===== config.mk =====
export PLATFORM = sky130hd
export DESIGN_NAME = modem_response_scanner
export DESIGN_NICKNAME = d
export VERILOG_FILES = /design/src/rtl/mrs_pkg.sv /design/src/rtl/mrs_scan_core.sv /design/src/rtl/modem_response_scanner.sv
export SDC_FILE = /design/constraint.sdc
export NUM_CORES = 1
export LEC_CHECK = 0
export ABC_AREA = 1
export BUFFER_PORTS_ARGS = -buffer_cell sky130_fd_sc_hd__buf_4
export CAP_MARGIN = 30
export CORE_MARGIN = 2
export CORE_UTILIZATION = 57
export DETAILED_ROUTE_END_ITERATION = 6
export PLACE_DENSITY = 0.79
export SLEW_MARGIN = 20
export SYNTH_ARGS = -nofsm -noshare
export SYNTH_HDL_FRONTEND = slang
export SYNTH_SLANG_ARGS = --single-unit

===== constraint.sdc =====
create_clock -name clk_i -period 2.5 [get_ports clk_i]
set_input_delay 0.125 -clock clk_i [delete_from_list [all_inputs] [get_ports clk_i]]
set_output_delay 0.125 -clock clk_i [all_outputs]
set_load 0.005 [all_outputs]

===== src/rtl/mrs_pkg.sv =====
// ----------------------------------------------------------------------------
// mrs_pkg: shared types, codes and pattern tables for the modem scanner
// Holds the item codes, response phases, the result layout and the three
// match patterns as constant lookup functions.
// ----------------------------------------------------------------------------
package mrs_pkg;

  localparam int unsigned BUFFER_SIZE_DEF = 1024;

  // Item kinds carried on the input tuser
  localparam logic [1:0] FUNC_BYTE     = 2'd0;
  localparam logic [1:0] FUNC_ARM_OK   = 2'd1;
  localparam logic [1:0] FUNC_ARM_RESP = 2'd2;

  // Response matcher phases
  localparam logic [1:0] PH_IDLE    = 2'd0;
  localparam logic [1:0] PH_HEADER  = 2'd1;
  localparam logic [1:0] PH_CAPTURE = 2'd2;

  localparam logic [2:0] OK_LEN   = 3'd4;
  localparam logic [2:0] HDR_LEN  = 3'd5;
  localparam logic [2:0] TERM_LEN = 3'd6;

  localparam logic [7:0] CHAR_UPPER_A = 8'h41;
  localparam logic [7:0] CHAR_UPPER_Z = 8'h5a;
  localparam logic [7:0] CASE_BIT     = 8'h20;

  // Result word, first field in the highest bits
  typedef struct packed {
    logic [9:0] capture_index;
    logic [7:0] capture_byte;
    logic       capture_valid;
    logic       response_done;
    logic [1:0] response_phase;
    logic       ok_searching;
    logic       ok_seen;
  } mrs_result_t;

  localparam int unsigned RESULT_W = $bits(mrs_result_t);

  function automatic logic [7:0] fold_lower(input logic [7:0] c);
    logic [7:0] r;
    r = c;
    if (c >= CHAR_UPPER_A && c <= CHAR_UPPER_Z) begin
      r = c | CASE_BIT;
    end
    return r;
  endfunction

  // "ok\r\n"
  function automatic logic [7:0] ok_char(input logic [2:0] pos);
    logic [7:0] r;
    case (pos)
      3'd0:    r = 8'h6f;
      3'd1:    r = 8'h6b;
      3'd2:    r = 8'h0d;
      3'd3:    r = 8'h0a;
      default: r = 8'h00;
    endcase
    return r;
  endfunction

  // "+ipd,"
  function automatic logic [7:0] hdr_char(input logic [2:0] pos);
    logic [7:0] r;
    case (pos)
      3'd0:    r = 8'h2b;
      3'd1:    r = 8'h69;
      3'd2:    r = 8'h70;
      3'd3:    r = 8'h64;
      3'd4:    r = 8'h2c;
      default: r = 8'h00;
    endcase
    return r;
  endfunction

  // "\n\rok\r\n"
  function automatic logic [7:0] term_char(input logic [2:0] pos);
    logic [7:0] r;
    case (pos)
      3'd0:    r = 8'h0a;
      3'd1:    r = 8'h0d;
      3'd2:    r = 8'h6f;
      3'd3:    r = 8'h6b;
      3'd4:    r = 8'h0d;
      3'd5:    r = 8'h0a;
      default: r = 8'h00;
    endcase
    return r;
  endfunction

endpackage


===== src/rtl/mrs_scan_core.sv =====
// ----------------------------------------------------------------------------
// mrs_scan_core: matcher state and single-pass update
// Holds both matchers and the capture counter; computes the result of one
// item combinationally and commits the new state when enabled.
// ----------------------------------------------------------------------------
module mrs_scan_core #(
  parameter int unsigned BUFFER_SIZE = mrs_pkg::BUFFER_SIZE_DEF
) (
  input  logic                clk_i,
  input  logic                rst_ni,
  input  logic                en_i,
  input  logic [1:0]          func_i,
  input  logic [7:0]          rx_byte_i,
  output mrs_pkg::mrs_result_t result_o
);
  import mrs_pkg::*;

  localparam int unsigned CntW = $clog2(BUFFER_SIZE + 1);

  logic            ok_active_q, ok_active_d;
  logic [2:0]      ok_pos_q, ok_pos_d;
  logic            ok_found_q, ok_found_d;
  logic [1:0]      phase_q, phase_d;
  logic [2:0]      resp_pos_q, resp_pos_d;
  logic [CntW-1:0] cnt_q, cnt_d;
  logic            done_q, done_d;

  logic [7:0]      c;
  logic            ok_hit, hdr_hit, term_hit;
  logic [CntW+9:0] cnt_ext;

  assign c        = fold_lower(rx_byte_i);
  assign ok_hit   = (ok_pos_q < OK_LEN) && (ok_char(ok_pos_q) == c);
  assign hdr_hit  = (resp_pos_q < HDR_LEN) && (hdr_char(resp_pos_q) == c);
  assign term_hit = (resp_pos_q < TERM_LEN) && (term_char(resp_pos_q) == c);
  assign cnt_ext  = {10'd0, cnt_q};

  always_comb begin
    ok_active_d = ok_active_q;
    ok_pos_d    = ok_pos_q;
    ok_found_d  = ok_found_q;
    phase_d     = phase_q;
    resp_pos_d  = resp_pos_q;
    cnt_d       = cnt_q;
    done_d      = done_q;
    result_o.capture_valid = 1'b0;
    result_o.capture_byte  = 8'd0;
    result_o.capture_index = 10'd0;

    unique case (func_i)
      FUNC_ARM_OK: begin
        ok_pos_d    = 3'd0;
        ok_found_d  = 1'b0;
        ok_active_d = 1'b1;
      end
      FUNC_ARM_RESP: begin
        resp_pos_d = 3'd0;
        phase_d    = PH_HEADER;
        cnt_d      = '0;
        done_d     = 1'b0;
      end
      FUNC_BYTE: begin
        if (ok_active_q) begin
          ok_pos_d = ok_hit ? ok_pos_q + 3'd1 : 3'd0;
          if (ok_hit && (ok_pos_q == OK_LEN - 3'd1)) begin
            ok_found_d  = 1'b1;
            ok_active_d = 1'b0;
          end
        end
        case (phase_q)
          PH_HEADER: begin
            resp_pos_d = hdr_hit ? resp_pos_q + 3'd1 : 3'd0;
            if (hdr_hit && (resp_pos_q == HDR_LEN - 3'd1)) begin
              phase_d    = PH_CAPTURE;
              resp_pos_d = 3'd0;
            end
          end
          PH_CAPTURE: begin
            if (cnt_q < CntW'(BUFFER_SIZE)) begin
              result_o.capture_valid = 1'b1;
              result_o.capture_byte  = c;
              result_o.capture_index = cnt_ext[9:0];
              cnt_d = cnt_q + CntW'(1);
            end
            resp_pos_d = term_hit ? resp_pos_q + 3'd1 : 3'd0;
            if (term_hit && (resp_pos_q == TERM_LEN - 3'd1)) begin
              done_d  = 1'b1;
              phase_d = PH_IDLE;
            end
          end
          default: ;
        endcase
      end
      default: ;
    endcase

    result_o.ok_seen        = ok_found_d;
    result_o.ok_searching   = ok_active_d;
    result_o.response_phase = phase_d;
    result_o.response_done  = done_d;
  end

  always_ff @(posedge clk_i or negedge rst_ni) begin
    if (!rst_ni) begin
      ok_active_q <= 1'b0;
      ok_pos_q    <= 3'd0;
      ok_found_q  <= 1'b0;
      phase_q     <= PH_IDLE;
      resp_pos_q  <= 3'd0;
      cnt_q       <= '0;
      done_q      <= 1'b0;
    end else if (en_i) begin
      ok_active_q <= ok_active_d;
      ok_pos_q    <= ok_pos_d;
      ok_found_q  <= ok_found_d;
      phase_q     <= phase_d;
      resp_pos_q  <= resp_pos_d;
      cnt_q       <= cnt_d;
      done_q      <= done_d;
    end
  end

endmodule


===== src/rtl/modem_response_scanner.sv =====
// ----------------------------------------------------------------------------
// modem_response_scanner: streaming scanner for modem replies
// Input request register, single-pass match logic, result register.
// ----------------------------------------------------------------------------
// Each input request is either a received byte (tuser = 0), an arm of the
// completion search (tuser = 1) or an arm of the server response search
// (tuser = 2); code 3 changes nothing but still yields a result. Bytes are
// folded to lower case before matching. Every request yields exactly one
// result word carrying the status after the update plus, while the payload
// after "+ipd," is being captured, the byte and its buffer index. The block
// sustains one request per clock while the output is not stalled: a request is
// held in the input register, the matcher update runs while it is held there,
// and the result lands in the output register; back-pressure on the output
// stalls the input only when both registers are full.
module modem_response_scanner #(
  parameter int unsigned BUFFER_SIZE = mrs_pkg::BUFFER_SIZE_DEF
) (
  input  logic                          clk_i,
  input  logic                          rst_ni,
  input  logic                          s_axis_tvalid,
  output logic                          s_axis_tready,
  input  logic [7:0]                    s_axis_tdata,  // [7:0] rx_byte
  input  logic [1:0]                    s_axis_tuser,  // [1:0] func
  output logic                          m_axis_tvalid,
  input  logic                          m_axis_tready,
  // [0] ok_seen, [1] ok_searching, [3:2] response_phase, [4] response_done,
  // [5] capture_valid, [13:6] capture_byte, [23:14] capture_index
  output logic [mrs_pkg::RESULT_W-1:0]  m_axis_tdata
);
  import mrs_pkg::*;

  logic        in_valid_q;
  logic [1:0]  func_q;
  logic [7:0]  byte_q;
  logic        out_valid_q;
  mrs_result_t result_d, result_q;
  logic        advance;
  logic        in_take;

  // Move the held request into the result register when it has room
  assign advance       = in_valid_q && (!out_valid_q || m_axis_tready);
  assign s_axis_tready = !in_valid_q || advance;
  assign in_take       = s_axis_tvalid && s_axis_tready;

  mrs_scan_core #(
    .BUFFER_SIZE(BUFFER_SIZE)
  ) u_core (
    .clk_i    (clk_i),
    .rst_ni   (rst_ni),
    .en_i     (advance),
    .func_i   (func_q),
    .rx_byte_i(byte_q),
    .result_o (result_d)
  );

  // Input request register
  always_ff @(posedge clk_i or negedge rst_ni) begin
    if (!rst_ni) begin
      in_valid_q <= 1'b0;
    end else if (in_take) begin
      in_valid_q <= 1'b1;
    end else if (advance) begin
      in_valid_q <= 1'b0;
    end
  end

  always_ff @(posedge clk_i) begin
    if (in_take) begin
      func_q <= s_axis_tuser;
      byte_q <= s_axis_tdata;
    end
  end

  // Result register: hold while the sink stalls
  always_ff @(posedge clk_i or negedge rst_ni) begin
    if (!rst_ni) begin
      out_valid_q <= 1'b0;
    end else if (advance) begin
      out_valid_q <= 1'b1;
    end else if (m_axis_tready) begin
      out_valid_q <= 1'b0;
    end
  end

  always_ff @(posedge clk_i) begin
    if (advance) begin
      result_q <= result_d;
    end
  end

  assign m_axis_tvalid = out_valid_q;
  assign m_axis_tdata  = result_q;

endmodule


Word-level counts from Yosys, hierarchy flattened:

Cells that the tools add are included.

* flip-flop bits (word level): 58
* input bits: 14
* output and inout bits: 26
* word-level logic and storage cells: 106

* add/subtract/negate cells: 3
* $lt $le $gt $ge: 6
* equality and inequality tests: 19
* mux-type cells: 33
* reduce and logical (&&, ||, !) cells: 27

Operator list (count)
* $pmux W7 S4: 2
* $pmux W7 S5: 1
* $eq A7 B8 Y1: 3
* $mux W11: 2
* $pmux W11 S2: 1
* $pmux W3 S2: 3
* $mux W3: 5
* $eq A3 B2 Y1 const B: 4
* $add A11 B1 Y11 const B: 1
* $lt A11 B11 Y1 const B: 1
* $mux W1: 11
* $logic_and A1 B1 Y1: 9
* $lt A3 B3 Y1 const B: 3
* $reduce_and A3 Y1: 3
* $ge A8 B7 Y1 const B: 1
* $le A8 B7 Y1 const B: 1
* $pmux W2 S2: 2
* $reduce_bool A2 Y1: 4
* $add A3 B1 Y3 const B: 2
* $eq A3 B1 Y1 const B: 2
* $eq A3 B3 Y1 const B: 2
* $logic_not A3 Y1: 2
* $mux W6: 1
* $ne A2 B1 Y1 const B: 3
* 11 further kinds: 19

Logic depth before layout (Yosys ltp):

* depth in word-level cells: 9
* depth in mapped cells: 18
* depth with buffers taken out: 18

By module:

Synthesis repeated with hierarchy kept, for this count alone.

* cells, all modules: 348
* area, all modules: 3091.7 µm²

Modules (own cells, without submodules)
* mrs_scan_core: times used 1, cells each 302, area each 1975.6 µm², sequential area each 550.5 µm²
* modem_response_scanner: times used 1, cells each 46, area each 1116.1 µm², sequential area each 1071.0 µm²

Least setup slack after synthesis:

OpenSTA, ideal clock, no wires.

* path kind: reg2reg
* start point: register u_core.resp_pos_q[0]
* end point: register result_q, in the netlist m_axis_tdata[3], data pin
* setup time: 261 ps
* arrival: 1776 ps
* required time: 2239 ps
* path slack: 463 ps
* stages on the path, launching flop included: 17
* buffers on the path: 0
* period minus slack after synthesis: 2037 ps
* cell sequence: dfrtp_1 ha_1 ha_1 inv_1 nand2_1 inv_1 nand2_1 nand2_1 nand2_1 nor2_1 nand2_1 nor2_2 nand3_2 nand3_1 nand3b_1 nand2_1 o21ai_0

RTL lines
* start: declaration: RTL line mrs_scan_core.sv:24 `logic [2:0] resp_pos_q, resp_pos_d;`
* start signal: assignment: RTL line mrs_scan_core.sv:117 `resp_pos_q <= resp_pos_d;`
* end signal: assignment: RTL line modem_response_scanner.sv:87 `result_q <= result_d;`
* end: declaration: RTL line modem_response_scanner.sv:36 `mrs_result_t result_d, result_q;`

==> results.md <==
- Grt met1 use: 0.278
- Worst Path Arrival: 2.32 ns
- Main synth FF type: edfxtp_1
- Final hold violation count: 0
- EDFF count, synth: 34
- Most area-consuming cells after synthesis: edfxtp_1, dfrtp_1, nand2_1, inv_1, nor2_1
- Power Total: 2.52 mW
- Via/cell ratio: slightly above 5
- Slew of the pin with the lowest slew margin: 0.664 ns
- CTS Root Cell: clkbuf_8
- Clock slew at reported path FFs: 0.06 ns
- H-tree depth: 3
- Cell area after synthesis: 0.00299 mm^2
- Status: completed
- RSZ-0062 raised after global routing: no
- Syn_area_per_cell: 8.74 um^2
- # nets final: 430
- Clk Latency, worst-skew pair: 0.34 ns
- First DRT Iteration DRCs: 146
- CP top delay family: simple AND/OR/NAND/NOR gates
- Placer Congestion: 0.889
- WP data required: 2.58 ns
- Fmax: 0.445 GHz
- CTS buffer count: 9
- Power per cell area: between 600 and 700 mW/mm^2
- Boundary Pins: 40
- Wire per inst: between 10 and 15 um
- Die Wd: 76.4 um
- Busiest layer in global routing: met2
- Via Count: 2480
- Rows: 26
- Synth cell types: 29
- Max VDD drop: 0.000568 V
- Setup TNS: 0 ns
- GRT met3 Usage: 0.0462
- Final setup viols: 0
- Sequential fraction of the synthesis area: 0.542
- Max clock buf depth: 2
- CP dominant cell by count: nand2_1
- Seq cells post-synth: slightly below 60
- Finished Core Util: 0.727
- YS warnings: 0
- Async SR Flop Fraction: 0.414
- Max Slew Vio Count: 0
- Routed WL: 6030 um
- Post-synth top area cell: edfxtp_1
- Crit Path Class: flip-flop to flip-flop
- Crit. End Element: flip-flop
- IO Port Bufs: 39
- CTS tree: done
- Slowest stage cell, crit path: dfrtp_1
- Type of origin of the critical path: flip-flop
- Area of the core: 0.00507 mm^2
- Initial antenna violation count: 0
- # fillers: 387
- Largest stage delay, worst path: 0.41 ns
- GRT Util Overall: 0.229
- Starting density of the core: 0.589
- ANT nets after route: 0
- Max cap viols: 0
- Tcrit/Tclk final: 0.899
- Type of the tightest min-delay check: input port to flip-flop
- Share of layout cells above drive strength 1: 0.164
- Final worst slack: 0.253 ns
- Final min period: 2.25 ns
- Net Count, Synth: ~370
- CP bufs+invs: 2
- R2r setup slk: 0.25 ns
- First-pass GRT wire length: 10400 um
- Ant. Diodes: 0
- Die height: 76.4 um
- Crit path cell chain: ha_1 -> ha_1 -> inv_1 -> nand2_1 -> inv_1 -> nand2_1 -> nand2_1 -> nand2_1 -> nor2_1 -> nand2_1 -> nor2_2 -> nand3_2 -> nand3_1 -> nand3b_1 -> nand2_1 -> o21ai_0
- Clk_skew: about 0.0065 ns
- Post-Syn Instances: ~340
- DRC viols: 0
- Drt pass-1 iters: 5
- Clock Sinks: 58
- GR Layer Usage met2: 0.379
- Final HPWL DP: 4390 um
- P_leak: 1.70 nW
- P&R area growth vs syn: 23.4%
- DIE AREA: 0.00584 mm^2
- Pre-CTS setup slack: 0.266 ns
- Worst slew margin: 0.555
- Gr ovfl total: 0
- Largest net degree at the start of global routing: 25
- Max FO, Critical Path: 5
- Synth top area share: 0.342
- Number of global-route vias before repair: roughly 2400
[per-layer routing]
metal,part of all wire,vias to the layer above,wire [um]
li1,-,1242,-
met1,0.43,1137,2580
met2,0.50,83,3010
met3,0.047,18,283
met4,0.026,0,159
met5,0,-,0
[final timing paths]
path,from,endpoint,depth (start not counted)
worst max-delay path,u_core.resp_pos_q[0],m_axis_tdata[3],16
worst min-delay path,m_axis_tready,m_axis_tvalid,4
worst max register to register,u_core.resp_pos_q[0],m_axis_tdata[3],16
worst min register to register,u_core.ok_pos_q[2],u_core.ok_pos_q[2],2
max in group asynchronous,rst_ni,u_core.ok_active_q,2
min in group asynchronous,rst_ni,u_core.cnt_q[8],2
[flip-flops by register name (all words and copies together) (netlist names), 2 cells and up]
register,flops
func_q,2
u_core.cnt_q,11
m_axis_tdata,24
byte_q,8
u_core.resp_pos_q,3
u_core.phase_q,2
u_core.ok_pos_q,3
[final cells by class]
type,count,area (um^2),share of cell area
flip-flops and latches,58,1620,0.440
multi-input cells,228,1160,0.314
repair buffers,52,420,0.114
inverters,55,206,0.0560
clock buffers,9,124,0.0336
well taps,70,87.6,0.0238
clock inverters,7,70.1,0.0190
[synthesized netlist by cell type (2+ instances only)]
| library cell | n |
|---|---|
| a21oi_1 | 11 |
| clkinv_1 | 2 |
| dfrtp_1 | 24 |
| edfxtp_1 | 34 |
| ha_1 | 12 |
| inv_1 | 52 |
| nand2_1 | 75 |
| nand2_2 | 2 |
| nand3_1 | 30 |
| nand3b_1 | 2 |
| nand4_1 | 3 |
| nor2_1 | 49 |
| nor2_2 | 2 |
| nor3_1 | 5 |
| nor3_2 | 3 |
| nor3b_1 | 4 |
| o211ai_1 | 2 |
| o21ai_0 | 17 |
| o22ai_1 | 2 |
| xor2_1 | 2 |
[worst register-to-register path: cells and delay by family, from the launching register on]
family,cells,cell delay (ns)
adders and majority gates,2,0.44
and+or+nand+nor,11,0.82
buffers and inverters,2,0.22
DFF,1,0.41
AOI/OAI and AO/OA,1,0.09
[metrics by stage]
| step | hold WS (ns) | area [um^2] | instances |
|---|---|---|---|
| floorplan | -0.171 | 2990 | 342 |
| global placement | 0.0500 | 3370 | 451 |
| detailed placement | 0.0523 | 3370 | 451 |
| CTS | 0.0357 | 3690 | 479 |
| global route | 0.0747 | 3690 | 479 |
| finish | 0.0475 | 3690 | 479 |
[cells in the final DEF (no fill, tap or decap), drive strengths merged]
| cell | instances |
|---|---|
| clkinv | 4 |
| a21oi | 12 |
| nand3 | 31 |
| o211ai | 2 |
| a31oi | 1 |
| inv | 53 |
| xor2 | 2 |
| nor4 | 1 |
| o41ai | 1 |
| nand4 | 3 |
| clkbuf | 9 |
| nand3b | 2 |
| buf | 40 |
| edfxtp | 34 |
| o22ai | 2 |
| dlygate4sd3 | 12 |
| clkinvlp | 4 |
| nor3 | 8 |
| or2 | 1 |
| dfrtp | 24 |
| ha | 12 |
| nor2 | 51 |
| nor3b | 4 |
| nand2 | 77 |
| bufinv | 1 |
| o21ai | 18 |
[what timing repair did]
item,in CTS,in global routing
buffers inserted,0,0
resized for setup,0,0
hold endpoints to repair,35,0
hold buffers,12,0
[cell families (layout without fill, tap and decap cells)]
| family | Yosys count | after routing | share of synthesized area |
|---|---|---|---|
| compound gates | 36 | 36 | 0.0695 |
| buf+inv | 56 | 123 | 0.0703 |
| fa+ha+maj | 12 | 12 | 0.0502 |
| flops | 58 | 58 | 0.542 |
| simple gates | 178 | 178 | 0.262 |
| xor+xnor | 2 | 2 | 0.00586 |
[report_power, final]
group          internal, mW  switching, mW  leakage, nW
Clock                 0.455          0.384       0.0873
Sequential             1.15         0.0660        0.652
Combinational         0.196          0.266        0.960
(Power assumes the default switching activity.)
